[config.mk]
export PLATFORM = sky130hd
export DESIGN_NAME = looping_timeline_timer
export DESIGN_NICKNAME = d
export VERILOG_FILES = /design/src/ltt_pkg.sv /design/src/looping_timeline_timer.sv /design/src/ltt_regs.sv /design/src/ltt_core.sv
export SDC_FILE = /design/constraint.sdc
export NUM_CORES = 1
export LEC_CHECK = 0
export ABC_AREA = 1
export CAP_MARGIN = 15
export CORE_MARGIN = 5
export CORE_UTILIZATION = 45
export DETAILED_ROUTE_END_ITERATION = 10
export DONT_BUFFER_PORTS = 1
export HOLD_SLACK_MARGIN = 0.03
export PLACE_DENSITY_LB_ADDON = 0.08
export SYNTH_ARGS = -nofsm -noshare
export SYNTH_HDL_FRONTEND = slang
export SYNTH_SLANG_ARGS = --single-unit
export TNS_END_PERCENT = 1
[constraint.sdc]
create_clock -name clk -period 21.7 [get_ports clk]
set_input_delay 2.17 -clock clk [delete_from_list [all_inputs] [get_ports clk]]
set_output_delay 2.17 -clock clk [all_outputs]
set_load 0.05 [all_outputs]
[src/ltt_pkg.sv]
// Shared types and codes of the looping timeline timer.
// Used by the configuration block, the core, the top level and the checker.
package ltt_pkg;

    localparam int ADDR_W = 4;
    localparam int DATA_W = 32;
    localparam int PERIOD_W = 32;
    localparam int LIMIT_W = 16;
    localparam int FUNC_W = 3;
    localparam int EVENT_W = 3;
    localparam int STATE_W = 2;
    localparam int DIR_W = 2;

    localparam logic [1:0] REG_PERIOD = 2'd0;
    localparam logic [1:0] REG_LOOP_LIMIT = 2'd1;
    localparam logic [1:0] REG_LOOP_FOREVER = 2'd2;
    localparam logic [1:0] REG_DIRECTION = 2'd3;

    localparam logic [FUNC_W-1:0] FUNC_TICK = 3'd0;
    localparam logic [FUNC_W-1:0] FUNC_START = 3'd1;
    localparam logic [FUNC_W-1:0] FUNC_STOP = 3'd2;
    localparam logic [FUNC_W-1:0] FUNC_PAUSE = 3'd3;
    localparam logic [FUNC_W-1:0] FUNC_RESUME = 3'd4;

    localparam logic [EVENT_W-1:0] EV_NONE = 3'd0;
    localparam logic [EVENT_W-1:0] EV_STARTED = 3'd1;
    localparam logic [EVENT_W-1:0] EV_STOPPED = 3'd2;
    localparam logic [EVENT_W-1:0] EV_PAUSED = 3'd3;
    localparam logic [EVENT_W-1:0] EV_RESUMED = 3'd4;
    localparam logic [EVENT_W-1:0] EV_FINISHED = 3'd5;
    localparam logic [EVENT_W-1:0] EV_RESTARTED = 3'd6;

    localparam logic [STATE_W-1:0] ST_STOPPED = 2'd0;
    localparam logic [STATE_W-1:0] ST_RUNNING = 2'd1;
    localparam logic [STATE_W-1:0] ST_PAUSED = 2'd2;

    localparam logic [DIR_W-1:0] DIR_BACKWARD = 2'd1;
    localparam logic [DIR_W-1:0] DIR_ALTERNATE = 2'd2;

    typedef struct packed {
        logic [PERIOD_W-1:0] period;
        logic [LIMIT_W-1:0]  loop_limit;
        logic                loop_forever;
        logic [DIR_W-1:0]    direction_mode;
    } ltt_cfg_t;

    typedef struct packed {
        logic [EVENT_W-1:0]  event_code;
        logic                advanced;
        logic [PERIOD_W-1:0] applied_time;
        logic [PERIOD_W-1:0] position;
        logic [LIMIT_W-1:0]  loop_index;
        logic                reversed;
        logic [STATE_W-1:0]  run_state;
    } ltt_result_t;

endpackage

[src/looping_timeline_timer.sv]
// Top level of the looping timeline timer: input register, core and result register.
// Depends on ltt_pkg, ltt_regs and ltt_core.
// The timer takes one word per clock: a tick with an elapsed time or a start, stop,
// pause or resume command, and gives exactly one result word for each, registered
// first in the input register and then in the result register. Throughput is one
// word per cycle while result_stall stays low; the position update is combinational:
// three compares, one subtract and one add. The user must write configuration
// through the APB port only while no word is in flight; the block does not enforce it.
module looping_timeline_timer
#(
    parameter int TIME_BITS = 32,
    parameter int LOOP_BITS = 16
)
(
    input  logic                          clk,
    input  logic                          rst_n,
    input  logic                          psel,
    input  logic                          penable,
    input  logic                          pwrite,
    input  logic [ltt_pkg::ADDR_W-1:0]    paddr,
    input  logic [ltt_pkg::DATA_W-1:0]    pwdata,
    output logic [ltt_pkg::DATA_W-1:0]    prdata,
    output logic                          pready,
    input  logic                          item_valid,
    output logic                          item_stall,
    input  logic [ltt_pkg::FUNC_W-1:0]    func,
    input  logic [ltt_pkg::PERIOD_W-1:0]  delta_time,
    output logic                          result_valid,
    input  logic                          result_stall,
    output logic [ltt_pkg::EVENT_W-1:0]   event_code,
    output logic                          advanced,
    output logic [ltt_pkg::PERIOD_W-1:0]  applied_time,
    output logic [ltt_pkg::PERIOD_W-1:0]  position,
    output logic [ltt_pkg::LIMIT_W-1:0]   loop_index,
    output logic                          reversed,
    output logic [ltt_pkg::STATE_W-1:0]   run_state
);

    ltt_pkg::ltt_cfg_t            cfg;
    ltt_pkg::ltt_result_t         core_result;
    ltt_pkg::ltt_result_t         result_reg;
    logic                         in_valid_reg;
    logic [ltt_pkg::FUNC_W-1:0]   func_reg;
    logic [ltt_pkg::PERIOD_W-1:0] dt_reg;
    logic                         out_valid_reg;
    logic                         out_free;
    logic                         step_en;
    logic                         accept;

    assign out_free = !out_valid_reg || !result_stall;
    assign step_en = in_valid_reg && out_free;
    assign item_stall = in_valid_reg && !out_free;
    assign accept = item_valid && !item_stall;

    ltt_regs u_regs
    (
        .clk     (clk),
        .rst_n   (rst_n),
        .psel    (psel),
        .penable (penable),
        .pwrite  (pwrite),
        .paddr   (paddr),
        .pwdata  (pwdata),
        .prdata  (prdata),
        .pready  (pready),
        .cfg     (cfg)
    );

    ltt_core
    #(
        .TIME_BITS (TIME_BITS),
        .LOOP_BITS (LOOP_BITS)
    )
    u_core
    (
        .clk        (clk),
        .rst_n      (rst_n),
        .step_en    (step_en),
        .cfg        (cfg),
        .func       (func_reg),
        .delta_time (dt_reg),
        .result     (core_result)
    );

    always_ff @(posedge clk or negedge rst_n)
    begin
        if (!rst_n)
        begin
            in_valid_reg <= 1'b0;
            out_valid_reg <= 1'b0;
        end
        else
        begin
            if (accept)
            begin
                in_valid_reg <= 1'b1;
            end
            else if (step_en)
            begin
                in_valid_reg <= 1'b0;
            end
            if (step_en)
            begin
                out_valid_reg <= 1'b1;
            end
            else if (!result_stall)
            begin
                out_valid_reg <= 1'b0;
            end
        end
    end

    always_ff @(posedge clk)
    begin
        if (accept)
        begin
            func_reg <= func;
            dt_reg <= delta_time;
        end
        if (step_en)
        begin
            result_reg <= core_result;
        end
    end

    assign result_valid = out_valid_reg;
    assign event_code = result_reg.event_code;
    assign advanced = result_reg.advanced;
    assign applied_time = result_reg.applied_time;
    assign position = result_reg.position;
    assign loop_index = result_reg.loop_index;
    assign reversed = result_reg.reversed;
    assign run_state = result_reg.run_state;

endmodule

[src/ltt_regs.sv]
// Configuration registers of the looping timeline timer behind an APB-style port.
// Depends on ltt_pkg for the register indexes and the configuration struct.
module ltt_regs
(
    input  logic                          clk,
    input  logic                          rst_n,
    input  logic                          psel,
    input  logic                          penable,
    input  logic                          pwrite,
    input  logic [ltt_pkg::ADDR_W-1:0]    paddr,
    input  logic [ltt_pkg::DATA_W-1:0]    pwdata,
    output logic [ltt_pkg::DATA_W-1:0]    prdata,
    output logic                          pready,
    output ltt_pkg::ltt_cfg_t             cfg
);

    ltt_pkg::ltt_cfg_t cfg_reg;
    logic              wr_en;

    assign pready = 1'b1;
    assign wr_en = psel && penable && pwrite;
    assign cfg = cfg_reg;

    always_ff @(posedge clk or negedge rst_n)
    begin
        if (!rst_n)
        begin
            cfg_reg.period <= '0;
            cfg_reg.loop_limit <= ltt_pkg::LIMIT_W'(1);
            cfg_reg.loop_forever <= 1'b0;
            cfg_reg.direction_mode <= '0;
        end
        else if (wr_en)
        begin
            unique case (paddr[3:2])
                ltt_pkg::REG_PERIOD:
                begin
                    cfg_reg.period <= pwdata[ltt_pkg::PERIOD_W-1:0];
                end
                ltt_pkg::REG_LOOP_LIMIT:
                begin
                    cfg_reg.loop_limit <= pwdata[ltt_pkg::LIMIT_W-1:0];
                end
                ltt_pkg::REG_LOOP_FOREVER:
                begin
                    cfg_reg.loop_forever <= pwdata[0];
                end
                ltt_pkg::REG_DIRECTION:
                begin
                    cfg_reg.direction_mode <= pwdata[ltt_pkg::DIR_W-1:0];
                end
                default:
                begin
                end
            endcase
        end
    end

    always_comb
    begin
        unique case (paddr[3:2])
            ltt_pkg::REG_PERIOD:       prdata = cfg_reg.period;
            ltt_pkg::REG_LOOP_LIMIT:   prdata = {16'b0, cfg_reg.loop_limit};
            ltt_pkg::REG_LOOP_FOREVER: prdata = {31'b0, cfg_reg.loop_forever};
            ltt_pkg::REG_DIRECTION:    prdata = {30'b0, cfg_reg.direction_mode};
            default:                   prdata = '0;
        endcase
    end

endmodule

[src/ltt_core.sv]
// Timer state and the single-pass update logic for one command or tick word.
// Depends on ltt_pkg for codes, the configuration struct and the result struct.
module ltt_core
#(
    parameter int TIME_BITS = 32,
    parameter int LOOP_BITS = 16
)
(
    input  logic                          clk,
    input  logic                          rst_n,
    input  logic                          step_en,
    input  ltt_pkg::ltt_cfg_t             cfg,
    input  logic [ltt_pkg::FUNC_W-1:0]    func,
    input  logic [ltt_pkg::PERIOD_W-1:0]  delta_time,
    output ltt_pkg::ltt_result_t          result
);

    logic [ltt_pkg::STATE_W-1:0] run_mode_reg;
    logic [ltt_pkg::STATE_W-1:0] run_mode_next;
    logic [TIME_BITS-1:0]        time_pos_reg;
    logic [TIME_BITS-1:0]        time_pos_next;
    logic [LOOP_BITS-1:0]        loops_done_reg;
    logic [LOOP_BITS-1:0]        loops_done_next;
    logic                        alt_flip_reg;
    logic                        alt_flip_next;

    logic [TIME_BITS+31:0]       period_ext;
    logic [TIME_BITS+31:0]       dt_ext;
    logic [TIME_BITS-1:0]        per;
    logic [TIME_BITS-1:0]        dt;
    logic [TIME_BITS-1:0]        remain;
    logic [TIME_BITS-1:0]        step;
    logic [TIME_BITS-1:0]        pos_sum;
    logic                        wrap;
    logic [LOOP_BITS-1:0]        loops_inc;
    logic [ltt_pkg::LIMIT_W-1:0] limit;
    logic [LOOP_BITS+15:0]       loops_inc_ext;
    logic [LOOP_BITS+15:0]       limit_ext;
    logic                        more_loops;
    logic [ltt_pkg::EVENT_W-1:0] event_code;
    logic                        advanced;
    logic [TIME_BITS-1:0]        applied;
    logic [TIME_BITS+31:0]       applied_ext;
    logic [TIME_BITS+31:0]       pos_ext;
    logic [LOOP_BITS+15:0]       loops_ext;

    assign period_ext = {{TIME_BITS{1'b0}}, cfg.period};
    assign dt_ext = {{TIME_BITS{1'b0}}, delta_time};
    assign per = period_ext[TIME_BITS-1:0];
    assign dt = dt_ext[TIME_BITS-1:0];

    assign remain = (time_pos_reg < per) ? (per - time_pos_reg) : '0;
    assign step = (dt < remain) ? dt : remain;
    assign pos_sum = time_pos_reg + step;
    assign wrap = (pos_sum >= per);

    assign loops_inc = (&loops_done_reg) ? loops_done_reg : (loops_done_reg + 1'b1);
    assign limit = (cfg.loop_limit == '0) ? ltt_pkg::LIMIT_W'(1) : cfg.loop_limit;
    assign loops_inc_ext = {16'b0, loops_inc};
    assign limit_ext = {{LOOP_BITS{1'b0}}, limit};
    assign more_loops = cfg.loop_forever || (loops_inc_ext < limit_ext);

    always_comb
    begin
        run_mode_next = run_mode_reg;
        time_pos_next = time_pos_reg;
        loops_done_next = loops_done_reg;
        alt_flip_next = alt_flip_reg;
        event_code = ltt_pkg::EV_NONE;
        advanced = 1'b0;
        applied = '0;
        case (func)
            ltt_pkg::FUNC_TICK:
            begin
                if (run_mode_reg == ltt_pkg::ST_RUNNING)
                begin
                    advanced = 1'b1;
                    applied = step;
                    time_pos_next = pos_sum;
                    if (wrap)
                    begin
                        loops_done_next = loops_inc;
                        if (more_loops)
                        begin
                            if (cfg.direction_mode == ltt_pkg::DIR_ALTERNATE)
                            begin
                                alt_flip_next = !alt_flip_reg;
                            end
                            time_pos_next = '0;
                            event_code = ltt_pkg::EV_RESTARTED;
                        end
                        else
                        begin
                            run_mode_next = ltt_pkg::ST_STOPPED;
                            event_code = ltt_pkg::EV_FINISHED;
                        end
                    end
                end
            end
            ltt_pkg::FUNC_START:
            begin
                time_pos_next = '0;
                loops_done_next = '0;
                alt_flip_next = 1'b0;
                run_mode_next = ltt_pkg::ST_RUNNING;
                event_code = ltt_pkg::EV_STARTED;
            end
            ltt_pkg::FUNC_STOP:
            begin
                if (run_mode_reg != ltt_pkg::ST_STOPPED)
                begin
                    run_mode_next = ltt_pkg::ST_STOPPED;
                    time_pos_next = '0;
                    loops_done_next = '0;
                    event_code = ltt_pkg::EV_STOPPED;
                end
            end
            ltt_pkg::FUNC_PAUSE:
            begin
                if (run_mode_reg == ltt_pkg::ST_RUNNING)
                begin
                    run_mode_next = ltt_pkg::ST_PAUSED;
                    event_code = ltt_pkg::EV_PAUSED;
                end
            end
            ltt_pkg::FUNC_RESUME:
            begin
                if (run_mode_reg == ltt_pkg::ST_PAUSED)
                begin
                    run_mode_next = ltt_pkg::ST_RUNNING;
                    event_code = ltt_pkg::EV_RESUMED;
                end
            end
            default:
            begin
            end
        endcase
    end

    always_ff @(posedge clk or negedge rst_n)
    begin
        if (!rst_n)
        begin
            run_mode_reg <= ltt_pkg::ST_STOPPED;
            time_pos_reg <= '0;
            loops_done_reg <= '0;
            alt_flip_reg <= 1'b0;
        end
        else if (step_en)
        begin
            run_mode_reg <= run_mode_next;
            time_pos_reg <= time_pos_next;
            loops_done_reg <= loops_done_next;
            alt_flip_reg <= alt_flip_next;
        end
    end

    assign applied_ext = {32'b0, applied};
    assign pos_ext = {32'b0, time_pos_next};
    assign loops_ext = {16'b0, loops_done_next};

    always_comb
    begin
        result.event_code = event_code;
        result.advanced = advanced;
        result.applied_time = applied_ext[ltt_pkg::PERIOD_W-1:0];
        result.position = pos_ext[ltt_pkg::PERIOD_W-1:0];
        result.loop_index = loops_ext[ltt_pkg::LIMIT_W-1:0];
        result.reversed = (cfg.direction_mode == ltt_pkg::DIR_BACKWARD)
            || ((cfg.direction_mode == ltt_pkg::DIR_ALTERNATE) && alt_flip_next);
        result.run_state = run_mode_next;
    end

endmodule

* Word level (Yosys, flattened, before mapping) *
Index checks and enable logic that the tools add are counted.

operators by class
  multiplexer cells = 38
  reduce and logical (&&, ||, !) cells = 25
  eq/ne operators = 12
  order comparisons = 4
  add/sub/neg operators = 3

operators with widths
  operator                                       count
  2-to-1 mux 32 bit                              6
  one-hot mux 32 bit (4 select lines)            1
  one-hot mux 32 bit (3 select lines)            1
  2-to-1 mux 16 bit                              5
  < comparator 32 bit                            2
  one-hot mux 16 bit (3 select lines)            1
  adder 32 bit                                   1
  >= comparator 32 bit                           1
  subtractor 32 bit                              1
  2-to-1 mux 2 bit                               9
  adder 16 x 1 -> 16 bit, second input constant  1
  logical NOT 16 bit                             1
  < comparator 16 bit                            1
  AND reduction 16 bit                           1
  one-hot mux 3 bit (5 select lines)             1
  one-hot mux 2 bit (5 select lines)             1
  AND reduction 2 bit                            5
  2-to-1 mux 1 bit                               9
  2-to-1 mux 3 bit                               3
  == test 2 bit, second input constant           4
  == test 2 x 1 -> 1 bit, second input constant  3
  == test 3 x 2 -> 1 bit, second input constant  2
  logical AND 1 bit                              6
  logical NOT 1 bit                              5
  other kinds (8)                                11

storage, ports and cells
  output and inout bits = 122
  input port bits = 78
  bits in registers = 226

* Logic depth before layout (Yosys ltp) *
  depth in word-level cells = 11
  mapped depth = 62

* Modules after synthesis *
From an unflattened synthesis, not the netlist that was laid out.

second synthesis, totals
  cells, all modules = 1986
  area, all modules = 15559.9 um^2

by module, submodules not included
  module                  instances  cells an instance  area each (um^2)
  ltt_core                1          1531               9379.0
  looping_timeline_timer  1          134                3758.6
  ltt_regs                1          321                2422.3

* Worst setup path before layout *
OpenSTA, ideal clock, no wires.

  kind = register -> register
  start point = register u_regs.cfg_reg (netlist bit u_regs.cfg[19])
  end point = register result_reg (netlist bit loop_index[2]) (data pin)
  setup slack = 13.966 ns
  cell stages (with the launch flop) = 58
  path buffers = 3
  data required time = 21.427 ns
  data arrival time = 7.462 ns
  path through = dfrtp_1 inv_1 ha_1 inv_1 fa_1 nand2_1 nand2_1 nand3_1 nand2_2 nand2_2 nand2_4 a31oi_1 inv_1 nand4_1 nand2_1 a21oi_1 inv_1 a31oi_1 [22 not listed] a21boi_1 nand3b_1 nand2_1 nand2_1 nand3b_1 xor2_1 ha_1 nand2_1 inv_1 nand3_1 nor3_1 and3_1 nand4_1 nand3_1 nand2_1 clkbuf_1 o21ai_0 o21ai_0

RTL lines
  what                  line                           text
  start, declared       ltt_regs.sv:17                 ltt_pkg::ltt_cfg_t cfg_reg;
  end signal, assigned  looping_timeline_timer.sv:122  result_reg <= core_result;
  end, declared         looping_timeline_timer.sv:41   ltt_pkg::ltt_result_t result_reg;

==> reports/results.txt <==
Crit path largest cell delay -> 0.69 ns
worst-path fanout max -> 32
type of the tightest min-delay check -> reg2reg
Detailed Route WL -> 47400 um
drt first pass iters -> 6
WL/cell -> 20.1 um
final setup fails -> 0
RSZ-0062 raised after global routing -> no
CTS Buf Count -> 27
total global-route track usage -> 24.1%
Final Cycle Share -> 55.4%
minimum clock period -> 12.03 ns
Total Nets Final -> 2109
Congestion Overflow GR -> 0
clk sinks -> 226
area grow syn2layout -> 8.79%
CTS tree -> done
max reg flops -> 51
status -> complete, no violations
CP Capture Type -> register
worst slew pin tran -> 1.13 ns
routed vias -> 12800
Final Wtd Congestion -> 0.916
syn_nets -> 2113
Gate Count Post-Synth -> 1890
hold buffer count at cts -> 0
first-pass GRT wire length -> 72800 um
Skew-Pair Late Insertion Delay -> 0.57 ns
vias in the first global route -> 12500
Die H -> 196 um
antenna violations before repair -> 0
crit start category -> register
Final Skew -> 0.0218 ns
total of max-cap violations -> 0
Die X -> 196 um
critical-path cell with the highest stage delay -> inv_1
#FFs+latches synth -> 226
Arr. time, crit path -> 12.43 ns
# DRC -> 0
Yosys warning count -> 0
largest net degree at the start of global routing -> 105
diode count -> 0
Avg Cell Area, Syn -> 8.27 um2
Die Footprint -> 38600 um2
Post-CTS Setup Inserts -> 0
DP HPWL -> 36200 um
commonest non-fill, non-tap cell in the layout -> nand2_1
H-tree lvl count -> 1
1st-iter DRT viols -> 781
most frequent cells in the layout -> nand2_1 (355), inv_1 (236), o21ai_0 (161)
placement row count -> 68
register area share after synthesis -> 40.1%
total core area -> 34500 um2
worst endpoint required time -> 22.10 ns
Clk pin slew, worst setup/hold paths -> 0.06 ns
WS Path Type -> reg2reg
setup TNS -> 0 ns
count of port buffers added during placement -> 0
multi-input logic area -> 8090 um2
Initial Utilization -> 45.4%
layout cells sized above 1 -> 11.7%
Final Slew Violations -> 0
Syn Std Cell Area -> 15600 um2
number of vias per cell -> 5.44
Fmax -> 83.1 MHz
CTS root buf -> clkbuf_16
slew margin rel. -> 25.6%
register area -> 6270 um2
Ports -> 200
Distinct cells, synth -> 62
DRT antenna net count -> 0
CTS Buffer Depth -> 3
# fillers -> 3404
post-CTS sizing -> 0
final hold vios -> 0
-- synthesized netlist by cell type, drive strengths merged --
| master | instances | area [um2] |
|---|---|---|
| nand2 | 390 | 1670 |
| inv | 266 | 998 |
| o21ai | 206 | 1110 |
| a21oi | 189 | 1060 |
| nor2 | 149 | 624 |
| ha | 143 | 1790 |
| edfxtp | 122 | 3660 |
| dfrtp | 103 | 2580 |
| nand3 | 54 | 285 |
| clkbuf | 45 | 169 |
| o22ai | 42 | 263 |
| xor2 | 30 | 270 |
| nand4 | 20 | 125 |
| nor3 | 14 | 80.1 |
| buf | 11 | 119 |
| nor4 | 10 | 77.6 |
| o211ai | 10 | 80.1 |
| o221ai | 9 | 78.8 |
| xnor2 | 9 | 78.8 |
| or2 | 8 | 50.1 |
| a21o | 7 | 52.6 |
| a31oi | 7 | 43.8 |
| o21a | 6 | 45.0 |
| o21bai | 6 | 45.0 |
| nand3b | 5 | 37.5 |
| a211oi | 4 | 30.0 |
| clkinv | 4 | 16.3 |
| o31ai | 3 | 22.5 |
| a21boi | 2 | 15.0 |
| a22oi | 2 | 15.0 |
| and2 | 2 | 12.5 |
| and3 | 2 | 12.5 |
| fa | 2 | 40.0 |
| a2111oi | 1 | 8.76 |
| a31o | 1 | 8.76 |
| conb | 1 | 3.75 |
| dfstp | 1 | 26.3 |
| o2111ai | 1 | 8.76 |
| o221a | 1 | 11.3 |
| o32ai | 1 | 8.76 |
| or4 | 1 | 7.51 |
-- path summary, 6_finish.rpt --
kind	cells past startpoint	from	to	slack, ns
max in group asynchronous	0	rst_n	u_regs.cfg[3]	20.12
setup reg to reg	50	u_core.time_pos_reg[31]	u_core.run_mode_reg[0]	9.67
min in group asynchronous	0	rst_n	u_core.loops_done_reg[8]	1.31
hold reg to reg	2	u_regs.cfg[9]	u_regs.cfg[9]	0.49
hold / removal	2	u_regs.cfg[9]	u_regs.cfg[9]	0.49
setup / recovery	50	u_core.time_pos_reg[31]	u_core.run_mode_reg[0]	9.67
-- routing by layer --
metal	track usage (%)	routed length, um	vias up
met2	40.1	22000	362
met1	32.2	21000	5972
met3	3.18	2380	83
met4	9.08	1960	0
li1	-	-	6426
met5	0	0	-
-- metrics by stage --
step                cell area (um2)  utilization (%)  instances  setup WS [ns]  hold slack, ns
detailed placement            16100             46.8       2312           9.80           0.474
global placement              16100             46.8       2312          10.00           0.467
CTS                           17000             49.4       2362           9.76           0.489
floorplan                     15600                -       1890          13.97           0.434
finish                        17000             49.4       2362           9.67           0.487
global route                  17000             49.4       2362           8.67           0.510
-- logic make-up after synthesis --
kind of cell | synth area share (%)
compound gates | 18.6
xor+xnor | 2.23
fa+ha+maj | 11.7
buf+inv | 8.33
flops | 40.1
other cells | 0.0240
simple gates | 19.1
-- critical path, delay by kind of cell (launching register included) --
kind                       cells  cell delay (ns)
DFF                            1             0.44
adders and majority gates      4             1.24
AOI/OAI and AO/OA              9             2.27
and+or+nand+nor               29             5.45
buffers and inverters          8             2.45
-- cell type report --
cell class / count / area share [%]
clock inverters: 15 / 1.10
flip-flops and latches: 226 / 36.8
clock buffers: 35 / 4.21
inverters: 270 / 5.96
well taps: 455 / 3.35
multi-input cells: 1338 / 47.5
repair buffers: 23 / 1.01
Power is not shown: default switching activity piles up to over one toggle a cycle in this logic, so the estimate is an artifact.
